$ cat src/lruc_pkg.sv
// ----------------------------------------------------------------------------
// lruc_pkg
// Shared sizes, codes, word types and helpers for the LRU key/value cache.
// ----------------------------------------------------------------------------
package lruc_pkg;

    localparam int ENTRIES    = 16;
    localparam int IDX_W      = $clog2(ENTRIES);
    localparam int RANK_W     = IDX_W;
    localparam int OCC_W      = $clog2(ENTRIES + 1);
    localparam int CAP_W      = 5;
    localparam int CMP_W      = (OCC_W > CAP_W) ? OCC_W : CAP_W;
    localparam int KEY_W      = 32;
    localparam int VAL_W      = 32;
    localparam int IN_DATA_W  = KEY_W + VAL_W;
    localparam int OUT_DATA_W = VAL_W;

    localparam logic [CAP_W-1:0] CAP_RESET  = CAP_W'(16);
    localparam logic             MODE_GET   = 1'b0;
    localparam logic             MODE_PUT   = 1'b1;
    localparam logic [VAL_W-1:0] MISS_VALUE = '1;

    typedef logic [ENTRIES-1:0] mask_t;

    typedef struct packed {
        logic                    mode;
        logic signed [KEY_W-1:0] key;
        logic signed [VAL_W-1:0] value;
    } req_t;

    typedef struct packed {
        logic                    hit;
        logic signed [VAL_W-1:0] read_value;
    } rsp_t;

    // keep only the lowest set bit
    function automatic mask_t lowest_set(input mask_t m);
        return m & (~m + mask_t'(1));
    endfunction

endpackage

$ cat src/lruc_in_reg.sv
// ----------------------------------------------------------------------------
// lruc_in_reg
// Input register: captures one request word and holds it until it advances.
// ----------------------------------------------------------------------------
module lruc_in_reg (
    input  logic                          aclk,
    input  logic                          aresetn,
    input  logic                          s_tvalid,
    output logic                          s_tready,
    input  logic                          s_tuser,
    input  logic [lruc_pkg::IN_DATA_W-1:0] s_tdata,
    input  logic                          advance,
    output logic                          req_valid,
    output lruc_pkg::req_t                req
);
    import lruc_pkg::*;

    logic in_valid_reg;
    logic in_valid_next;
    req_t in_req_reg;

    assign s_tready  = !in_valid_reg || advance;
    assign req_valid = in_valid_reg;
    assign req       = in_req_reg;

    always_comb begin
        in_valid_next = in_valid_reg;
        if (s_tready) begin
            in_valid_next = s_tvalid;
        end
    end

    always_ff @(posedge aclk) begin
        if (!aresetn) begin
            in_valid_reg <= 1'b0;
        end else begin
            in_valid_reg <= in_valid_next;
        end
    end

    always_ff @(posedge aclk) begin
        if (s_tvalid && s_tready) begin
            in_req_reg.mode  <= s_tuser;
            in_req_reg.key   <= s_tdata[KEY_W-1:0];
            in_req_reg.value <= s_tdata[KEY_W +: VAL_W];
        end
    end

endmodule

$ cat src/lruc_store.sv
// ----------------------------------------------------------------------------
// lruc_store
// Entry storage with parallel key match, recency ranks, eviction and insert.
// ----------------------------------------------------------------------------
module lruc_store (
    input  logic                       aclk,
    input  logic                       aresetn,
    input  logic                       cfg_valid,
    output logic                       cfg_ready,
    input  logic [lruc_pkg::CAP_W-1:0] cfg_data,
    input  logic                       advance,
    input  lruc_pkg::req_t             req,
    output lruc_pkg::rsp_t             rsp
);
    import lruc_pkg::*;

    logic [KEY_W-1:0]  keys_reg  [ENTRIES];
    logic [KEY_W-1:0]  keys_next [ENTRIES];
    logic [VAL_W-1:0]  vals_reg  [ENTRIES];
    logic [VAL_W-1:0]  vals_next [ENTRIES];
    logic [RANK_W-1:0] rank_reg  [ENTRIES];
    logic [RANK_W-1:0] rank_next [ENTRIES];
    mask_t             valid_reg;
    mask_t             valid_next;
    logic [OCC_W-1:0]  occ_reg;
    logic [OCC_W-1:0]  occ_next;
    logic [CAP_W-1:0]  cap_reg;
    logic [CAP_W-1:0]  cap_next;

    mask_t             match;
    mask_t             hit_oh;
    mask_t             victim_raw;
    mask_t             evict_oh;
    mask_t             valid_kept;
    mask_t             free_oh;
    logic              hit;
    logic              is_put;
    logic              full;
    logic              insert;
    logic [RANK_W-1:0] old_rank;
    logic [RANK_W-1:0] last_rank;
    logic [VAL_W-1:0]  stored_val;
    logic [CMP_W-1:0]  cap_ext;
    logic [CMP_W-1:0]  eff_cap;

    assign cfg_ready = 1'b1;

    always_comb begin
        cap_next = cap_reg;
        if (cfg_valid) begin
            cap_next = cfg_data;
        end
    end

    // lookup
    always_comb begin
        for (int i = 0; i < ENTRIES; i++) begin
            match[i] = valid_reg[i] && (keys_reg[i] == req.key);
        end
        hit_oh     = lowest_set(match);
        hit        = |match;
        is_put     = (req.mode == MODE_PUT);
        old_rank   = '0;
        stored_val = '0;
        for (int i = 0; i < ENTRIES; i++) begin
            old_rank   = old_rank   | (hit_oh[i] ? rank_reg[i] : '0);
            stored_val = stored_val | (hit_oh[i] ? vals_reg[i] : '0);
        end
    end

    // victim and free slot
    always_comb begin
        cap_ext = CMP_W'(cap_reg);
        eff_cap = cap_ext;
        if (cap_ext == '0) begin
            eff_cap = CMP_W'(1);
        end else if (cap_ext > CMP_W'(ENTRIES)) begin
            eff_cap = CMP_W'(ENTRIES);
        end
        full      = CMP_W'(occ_reg) >= eff_cap;
        last_rank = RANK_W'(occ_reg - OCC_W'(1));
        for (int i = 0; i < ENTRIES; i++) begin
            victim_raw[i] = valid_reg[i] && (rank_reg[i] == last_rank);
        end
        evict_oh   = (is_put && !hit && full) ? lowest_set(victim_raw) : '0;
        valid_kept = valid_reg & ~evict_oh;
        free_oh    = lowest_set(~valid_kept);
        insert     = is_put && !hit && (|(~valid_kept));
    end

    // state update
    always_comb begin
        valid_next = valid_reg;
        occ_next   = occ_reg;
        for (int i = 0; i < ENTRIES; i++) begin
            keys_next[i] = keys_reg[i];
            vals_next[i] = vals_reg[i];
            rank_next[i] = rank_reg[i];
        end
        if (advance) begin
            if (hit) begin
                for (int i = 0; i < ENTRIES; i++) begin
                    if (hit_oh[i]) begin
                        rank_next[i] = '0;
                        if (is_put) begin
                            vals_next[i] = req.value;
                        end
                    end else if (valid_reg[i] && (rank_reg[i] < old_rank)) begin
                        rank_next[i] = rank_reg[i] + RANK_W'(1);
                    end
                end
            end else if (is_put) begin
                for (int i = 0; i < ENTRIES; i++) begin
                    if (evict_oh[i]) begin
                        valid_next[i] = 1'b0;
                        rank_next[i]  = '0;
                    end
                    if (insert) begin
                        if (free_oh[i]) begin
                            keys_next[i]  = req.key;
                            vals_next[i]  = req.value;
                            valid_next[i] = 1'b1;
                            rank_next[i]  = '0;
                        end else if (valid_kept[i]) begin
                            rank_next[i] = rank_reg[i] + RANK_W'(1);
                        end
                    end
                end
                occ_next = occ_reg - OCC_W'(|evict_oh) + OCC_W'(insert);
            end
        end
    end

    always_comb begin
        rsp.hit = hit;
        if (is_put) begin
            rsp.read_value = req.value;
        end else if (hit) begin
            rsp.read_value = stored_val;
        end else begin
            rsp.read_value = MISS_VALUE;
        end
    end

    always_ff @(posedge aclk) begin
        if (!aresetn) begin
            valid_reg <= '0;
            occ_reg   <= '0;
            cap_reg   <= CAP_RESET;
            for (int i = 0; i < ENTRIES; i++) begin
                rank_reg[i] <= '0;
            end
        end else begin
            valid_reg <= valid_next;
            occ_reg   <= occ_next;
            cap_reg   <= cap_next;
            for (int i = 0; i < ENTRIES; i++) begin
                rank_reg[i] <= rank_next[i];
            end
        end
    end

    always_ff @(posedge aclk) begin
        for (int i = 0; i < ENTRIES; i++) begin
            keys_reg[i] <= keys_next[i];
            vals_reg[i] <= vals_next[i];
        end
    end

endmodule

$ cat src/lruc_out_reg.sv
// ----------------------------------------------------------------------------
// lruc_out_reg
// Result register: holds one result word until the consumer takes it.
// ----------------------------------------------------------------------------
module lruc_out_reg (
    input  logic                           aclk,
    input  logic                           aresetn,
    input  logic                           load,
    input  lruc_pkg::rsp_t                 rsp,
    output logic                           free,
    output logic                           m_tvalid,
    input  logic                           m_tready,
    output logic                           m_tuser,
    output logic [lruc_pkg::OUT_DATA_W-1:0] m_tdata
);
    import lruc_pkg::*;

    logic out_valid_reg;
    logic out_valid_next;
    rsp_t out_rsp_reg;

    assign free     = !out_valid_reg || m_tready;
    assign m_tvalid = out_valid_reg;
    assign m_tuser  = out_rsp_reg.hit;
    assign m_tdata  = out_rsp_reg.read_value;

    always_comb begin
        out_valid_next = out_valid_reg;
        if (load) begin
            out_valid_next = 1'b1;
        end else if (m_tready) begin
            out_valid_next = 1'b0;
        end
    end

    always_ff @(posedge aclk) begin
        if (!aresetn) begin
            out_valid_reg <= 1'b0;
        end else begin
            out_valid_reg <= out_valid_next;
        end
    end

    always_ff @(posedge aclk) begin
        if (load) begin
            out_rsp_reg <= rsp;
        end
    end

endmodule

$ cat src/lru_key_value_cache.sv
// ----------------------------------------------------------------------------
// lru_key_value_cache
// Fully associative key/value cache with least-recently-used replacement.
// ----------------------------------------------------------------------------
// Each request word is a get or a put of a 32-bit key. The word is captured in
// an input register, matched against every entry by combinational logic, and
// its result is written to an output register once that register is free or
// being taken; one request is taken every cycle while the result side keeps
// up, and a stalled result side holds the input after one more word. The
// single lookup-and-update stage over all entries sets this rate. A get miss
// returns all ones; a put returns the value written. The capacity register
// (reset 16, zero reads as one, clamped to the entry count) is to be written by
// the user through the cfg port only while no request is in flight; the block
// itself does not enforce this.
// ----------------------------------------------------------------------------
module lru_key_value_cache (
    input  logic                            aclk,
    input  logic                            aresetn,
    input  logic                            cfg_valid,
    output logic                            cfg_ready,
    input  logic [lruc_pkg::CAP_W-1:0]      cfg_data,
    input  logic                            s_tvalid,
    output logic                            s_tready,
    input  logic                            s_tuser,   // [0] mode
    input  logic [lruc_pkg::IN_DATA_W-1:0]  s_tdata,   // [31:0] key, [63:32] value
    output logic                            m_tvalid,
    input  logic                            m_tready,
    output logic                            m_tuser,   // [0] hit
    output logic [lruc_pkg::OUT_DATA_W-1:0] m_tdata    // [31:0] read_value
);
    import lruc_pkg::*;

    logic req_valid;
    logic out_free;
    logic advance;
    req_t req;
    rsp_t rsp;

    assign advance = req_valid && out_free;

    lruc_in_reg u_in_reg (
        .aclk      (aclk),
        .aresetn   (aresetn),
        .s_tvalid  (s_tvalid),
        .s_tready  (s_tready),
        .s_tuser   (s_tuser),
        .s_tdata   (s_tdata),
        .advance   (advance),
        .req_valid (req_valid),
        .req       (req)
    );

    lruc_store u_store (
        .aclk      (aclk),
        .aresetn   (aresetn),
        .cfg_valid (cfg_valid),
        .cfg_ready (cfg_ready),
        .cfg_data  (cfg_data),
        .advance   (advance),
        .req       (req),
        .rsp       (rsp)
    );

    lruc_out_reg u_out_reg (
        .aclk     (aclk),
        .aresetn  (aresetn),
        .load     (advance),
        .rsp      (rsp),
        .free     (out_free),
        .m_tvalid (m_tvalid),
        .m_tready (m_tready),
        .m_tuser  (m_tuser),
        .m_tdata  (m_tdata)
    );

endmodule

$ cat config.mk
export PLATFORM = sky130hd
export DESIGN_NAME = lru_key_value_cache
export DESIGN_NICKNAME = d
export VERILOG_FILES = /design/src/lruc_pkg.sv /design/src/lruc_in_reg.sv /design/src/lruc_store.sv /design/src/lruc_out_reg.sv /design/src/lru_key_value_cache.sv
export SDC_FILE = /design/constraint.sdc
export NUM_CORES = 2
export LEC_CHECK = 0
export CAP_MARGIN = 20
export CORE_MARGIN = 5
export CORE_UTILIZATION = 45
export CTS_BUF_LIST = sky130_fd_sc_hd__clkbuf_4
export DETAILED_ROUTE_END_ITERATION = 7
export DONT_BUFFER_PORTS = 1
export HOLD_SLACK_MARGIN = 0.12
export MAX_ROUTING_LAYER = met4
export PLACE_DENSITY = 0.67
export SLEW_MARGIN = 10
export SYNTH_ARGS = -nofsm -noshare
export SYNTH_HDL_FRONTEND = slang
export SYNTH_SLANG_ARGS = --single-unit
$ cat constraint.sdc
create_clock -name aclk -period 10.6 [get_ports aclk]
set_input_delay 1.59 -clock aclk [delete_from_list [all_inputs] [get_ports aclk]]
set_output_delay 1.59 -clock aclk [all_outputs]
set_load 0.005 [all_outputs]
==> After elaboration in Yosys (flattened, before gate mapping) <==
Memories as Yosys holds them, arrays and structs flattened.
Index checks and enable logic that the tools add are counted.
{ "word_totals": {"reg_bits": 126, "ramBits": 1088, "inputBits": 75, "out_inout_bits": 36, "wordCells": 511, "n_memories": 3} }
{ "classes": {"n_addsub": 22, "n_lt_le_gt_ge": 18, "eq_ne": 32, "mux": 306, "bitwise": 56, "n_reduce_logical": 64} }
{ "mem_list": {"columns": ["name", "words", "width", "rd", "rd_clocked_by_memory_dff", "wr", "line_no", "rtl"], "rows": [
  ["u_store.keys_reg", 16, 32, 16, 0, 16, "lruc_store.sv:17", "logic [KEY_W-1:0] keys_reg [ENTRIES];"],
  ["u_store.vals_reg", 16, 32, 16, 0, 16, "lruc_store.sv:19", "logic [VAL_W-1:0] vals_reg [ENTRIES];"],
  ["u_store.rank_reg", 16, 4, 16, 0, 16, "lruc_store.sv:21", "logic [RANK_W-1:0] rank_reg [ENTRIES];"]
]} }
{ "op_table": {"columns": ["operator", "count"], "rows": [
  ["32-bit two-way mux", 114],
  ["512-bit two-way mux", 6],
  ["32-bit equality test", 16],
  ["4-bit two-way mux", 128],
  ["32-bit bitwise OR", 15],
  ["64-bit two-way mux", 3],
  ["16-bit NOT", 5],
  ["4-bit by 1-bit adder with 4-bit output, second input constant", 16],
  ["16-bit bitwise AND", 4],
  ["4-bit equality test", 16],
  ["4-bit less-than comparator", 16],
  ["4-bit bitwise OR", 15],
  ["1-bit logical AND", 53],
  ["1-bit two-way mux", 52],
  ["16-bit by 1-bit adder with 16-bit output, second input constant", 3],
  ["16-bit OR reduction", 3],
  ["16-bit two-way mux", 1],
  ["1-bit bitwise OR", 16],
  ["5-bit two-way mux", 2],
  ["5-bit by 1-bit adder with 5-bit output", 1],
  ["5-bit >= comparator", 1],
  ["5-bit > comparator, second input constant", 1],
  ["5-bit zero test", 1],
  ["5-bit by 1-bit subtractor with 5-bit output", 1],
  ["other kinds (6)", 9]
]} }

==> Longest topological paths before layout <==
An unclocked memory read counts as a cell.
{ "depth": {"word_depth": 29, "mapped_depth": 27, "mapped_depth_nobuf": 23} }

==> Modules after synthesis <==
From an unflattened synthesis, not the netlist that was laid out.
{ "hier_totals": {"cells_unflattened": 4307, "area_unflattened_um2": 55868.6} }
{ "by_module_without_submodules": {"columns": ["mod", "instances", "cells_each", "area_per_inst_um2"], "rows": [
  ["lruc_store", 1, 4199, 52813.2],
  ["lruc_in_reg", 1, 70, 2009.4],
  ["lruc_out_reg", 1, 37, 1039.7],
  ["lru_key_value_cache", 1, 1, 6.3]
]} }

==> Worst setup path after synthesis <==
No wires, ideal clock.
{ "synth_timing": {"path_type": "reg-to-reg", "startpoint": "register u_store.occ_reg[0] (netlist name)", "endpoint": "memory u_store.vals_reg[15][0], enable pin", "t_arrival_ns": 6.687, "setup_slack_ns": 3.443, "path_stages_with_launch": 20, "n_path_buf": 5, "cell_sequence": "dfxtp_1 -> buf_4 -> buf_1 -> inv_1 -> ha_1 -> clkbuf_1 -> buf_2 -> xor2_1 -> nand4_1 -> o32ai_1 -> or4_1 -> or2_2 -> clkbuf_1 -> nor2_1 -> a31oi_1 -> nand4_1 -> o21ai_2 -> nand2_1 -> nand3_1 -> a211oi_1"} }
{ "synth_rtl": {"columns": ["element", "line_no"], "rows": [
  ["end, declared", "lruc_store.sv:19"]
]} }

==> Final worst setup path <==
{ "layout_timing": {"startpoint": "register u_in_reg.in_req_reg, in the netlist u_in_reg.req[62]", "endpoint": "register u_store.occ_reg[4]"} }
{ "layout_via": {"elab_chain_cells": 13, "word_cells_on_any_way": 47, "classes_between": "add/sub: 2; eq/ne: 16; mux: 1; bitwise: 4; reduce/logical: 24"} }
{ "layout_lines": {"columns": ["element", "line_no", "rtl"], "rows": [
  ["start, declared", "lruc_in_reg.sv:20", "req_t in_req_reg;"],
  ["32-bit equality test", "lruc_store.sv:58", "match[i] = valid_reg[i] && (keys_reg[i] == req.key);"],
  ["1-bit logical AND", "lruc_store.sv:58", null],
  ["16-bit OR reduction (*)", "lruc_store.sv:61", "hit = |match;"],
  ["parallel branches: the longest is 10 deep, another holds 5-bit by 1-bit subtractor with 5-bit output", null, null],
  ["end signal, assigned", "lruc_store.sv:155", "occ_reg <= occ_next;"],
  ["end, declared", "lruc_store.sv:25", "logic [OCC_W-1:0] occ_reg;"]
]} }
Mark *: on every way between the ends.
A chain may end at the register's enable or synchronous reset.

==> impl_results.md <==
- Outcome: complete, but fails checks
- Failing checks: DRC
- Max-cap check violation count: 0
- Hold_ws: 0.394 ns
- DP Wirelength: 119,000 um
- IO Pins: 111
- Average cell area after synthesis: around 13 sq um
- Layout area overhead: 11.0%
- Initial core utilization: 45.2%
- Worst setup EP type: flop
- Cells resized by post-CTS repair: 0
- Fin crit period: 8.19 ns
- Clock network fraction of design power: between 40% and 50%
- Yosys warns: 0
- Full die area: between 100,000 and 150,000 sq um
- Total CTS buffers: 330
- Count of final hold-check violations: 0
- First-pass GRT wire length: 263,000 um
- Int Power: 0.00745 W
- Core Area: roughly 120,000 sq um
- Total grt overflow: 0
- Die Ht: 362 um
- Seq cells post-synth: 1,214
- Placer Congestion: 1.01
- Switching pwr: 0.00225 W
- Area fraction of the dominant cell type after synthesis: 60.4%
- CP max FO: 25
- Worst slew pin tran: 1.16 ns
- Post-Syn Area: 55,800 sq um
- Sw Ratio: 23.2%
- Layout Nets: 4,604
- Vias: 39,800
- Die Width: 362 um
- Period utilization: 77.3%
- Largest cells by area after synthesis: edfxtp_1, xnor2_1, xor2_1, dfxtp_1, nand4_1
- Finished Cell Area: 62,000 sq um
- Asr flop ratio synth: 0%
- Critical Path Start Type: flop
- H-tree level count: 5
- Clk_skew: 0.0793 ns
- Setup_tns: 0 ns
- DRC: 2
- Library cells used by synthesis: 107
- Max Slew Vio Count: 0
- Comb pwr share: about 4.2%
- Synth cell count leaders: edfxtp_1, xnor2_1, nand2_1, xor2_1, nand4_1
- Reg clk slew, reported paths: 0.07 ns
- Area post-placement: just under 60,000 sq um
- WL final: 182,000 um
- Mapped Nets: about 4,400
- Max Root-Sink Buffers: 4
- Ys flop type: edfxtp_1
- FP Rows: 129
- Largest net degree at the start of global routing: 82
- Reg2Reg Depth: 20
- Reg power frac: a little under three fifths
- Most common cell in the synthesized netlist: edfxtp_1
- Setup bufs post-CTS: 0
- IO buf count: 0
- Via density per instance: 6.28
- Clock Tree Root: clkbuf_4
- PD cells: 156 nW/um^2
- Routed Antenna Nets: 0
- Clk sink count: 1,214
- Vias in the first global route: 38,600
- Slew headroom: 21.8%
- VDD IR max: between 0.1 and 0.15 mV
- Sequential share of the synthesized area: 63.7%
- RSZ-0062 raised after global routing: false
- CTS tree: done
- 1st-pass router iterations: 8
- Mapped Cells: 4,257
- Worst hold stages: 0
- Antenna violations before repair: 7
- Standby leakage power: between 15 and 20 nW
- Final setup fails: 0
- Tightest Hold Check Type: in -> reg
- Synth area leader: edfxtp_1
- Initial drt markers: 4,715
- CP required: approximately 12 ns
- Worst-skew pair later-pin latency: approximately 1.3 ns
- Drt wl/cell: 28.7 um
- EDFF count, synth: ~1,100
- Arr. time, crit path: around 9.4 ns
- Fmax: approximately 120 MHz
- Hold Buf Count CTS: 0
- Setup CP Type: reg -> reg
- Share of layout cells above drive strength 1: 15.7%
- Tot GR Track Use: between 20% and 30%
- Finished Core Util: 50.2%
-- critical path, cell delays in order (launching register included) --
cell,delay [ns]
edfxtp_1,0.99
buf_4,0.42
xor2_1,0.23
nor4_1,0.09
nand4b_1,0.14
or3_1,0.38
o2111ai_2,0.54
or4b_1,0.99
o41a_1,0.54
nand4_1,0.22
o21a_2,0.63
nand2_1,0.65
inv_2,0.62
ha_1,0.26
inv_1,0.07
fa_1,0.43
o21bai_1,0.17
a21oi_1,0.10
xnor2_1,0.13
or3_1,0.33
a21oi_1,0.14
-- area by class of cell --
class                           count  area (sq um)
Antenna cell                       12          30.0
Clock buffer                      467          3510
Clock inverter                     73           339
Fill cell                       10700         61500
Inverter                           86           323
Multi-Input combinational cell   2715         19100
Sequential cell                  1214         35500
Tap cell                         1637          2050
Timing Repair Buffer              136          1080
-- placed cells by master, fill, tap and decap left out, types with 125 or more instances in the layout --
cell type and n:
edfxtp_1 1122, nor4_1 133, buf_4 131, clkbuf_4 467, nand2_1 272, nor2_1 134
nand4_1 198, xnor2_1 290, xor2_1 272, nand3_1 125
-- worst paths after layout --
path,from,endpoint,slack [ns]
max,u_in_reg.req[62],u_store.occ_reg[4],2.41
min,s_tdata[44],u_in_reg.req[12],0.39
max reg2reg,u_in_reg.req[62],u_store.occ_reg[4],2.41
min reg2reg,u_store.cap_ext[0],u_store.cap_ext[0],0.51
-- kinds of logic after synthesis --
family                   count (synthesis)  share of synthesized area (%)
AND/OR/NAND/NOR                       1281                           12.6
buffers and inverters                  328                           2.63
XOR/XNOR                               578                           9.46
flip-flops                            1214                           63.7
adder cells (fa/ha/maj)                 54                           1.19
AO/OA/AOI/OAI                          788                           10.2
other                                    1                        0.00672
multiplexers                            13                          0.238
-- power by group through the flow --
stage	Sequential (W)	Clock [W]	Combinational [W]
finish	0.00533	0.00396	0.000409
global placement	0.00543	0	0.000397
detailed placement	0.00543	0	0.000399
global route	0.00533	0.00433	0.000430
floorplan	0.00541	0	0.000262
CTS	0.00533	0.00405	0.000401
-- per-layer routing --
layer / global-route usage (%) / vias up / part of all wire (%)
li1: - / 17200 / -
met1: 38.1 / 19800 / 41
met2: 40.7 / 2436 / 44
met3: 6.52 / 397 / 11
met4: 11.4 / 0 / 3.8
met5: - / - / 0
-- metrics by stage --
| step | total power, W | instances | setup slack (ns) |
|---|---|---|---|
| 2_1_floorplan | 0.00567 | 4257 | 3.44 |
| 3_3_place_gp | 0.00582 | 5785 | 2.90 |
| 3_5_place_dp | 0.00583 | 5788 | 2.71 |
| 4_1_cts | 0.00978 | 6328 | 2.72 |
| 5_1_grt | 0.0101 | 6340 | 2.16 |
| 6_report | 0.00969 | 6340 | 2.41 |
Power figures use the tool's default switching activity.
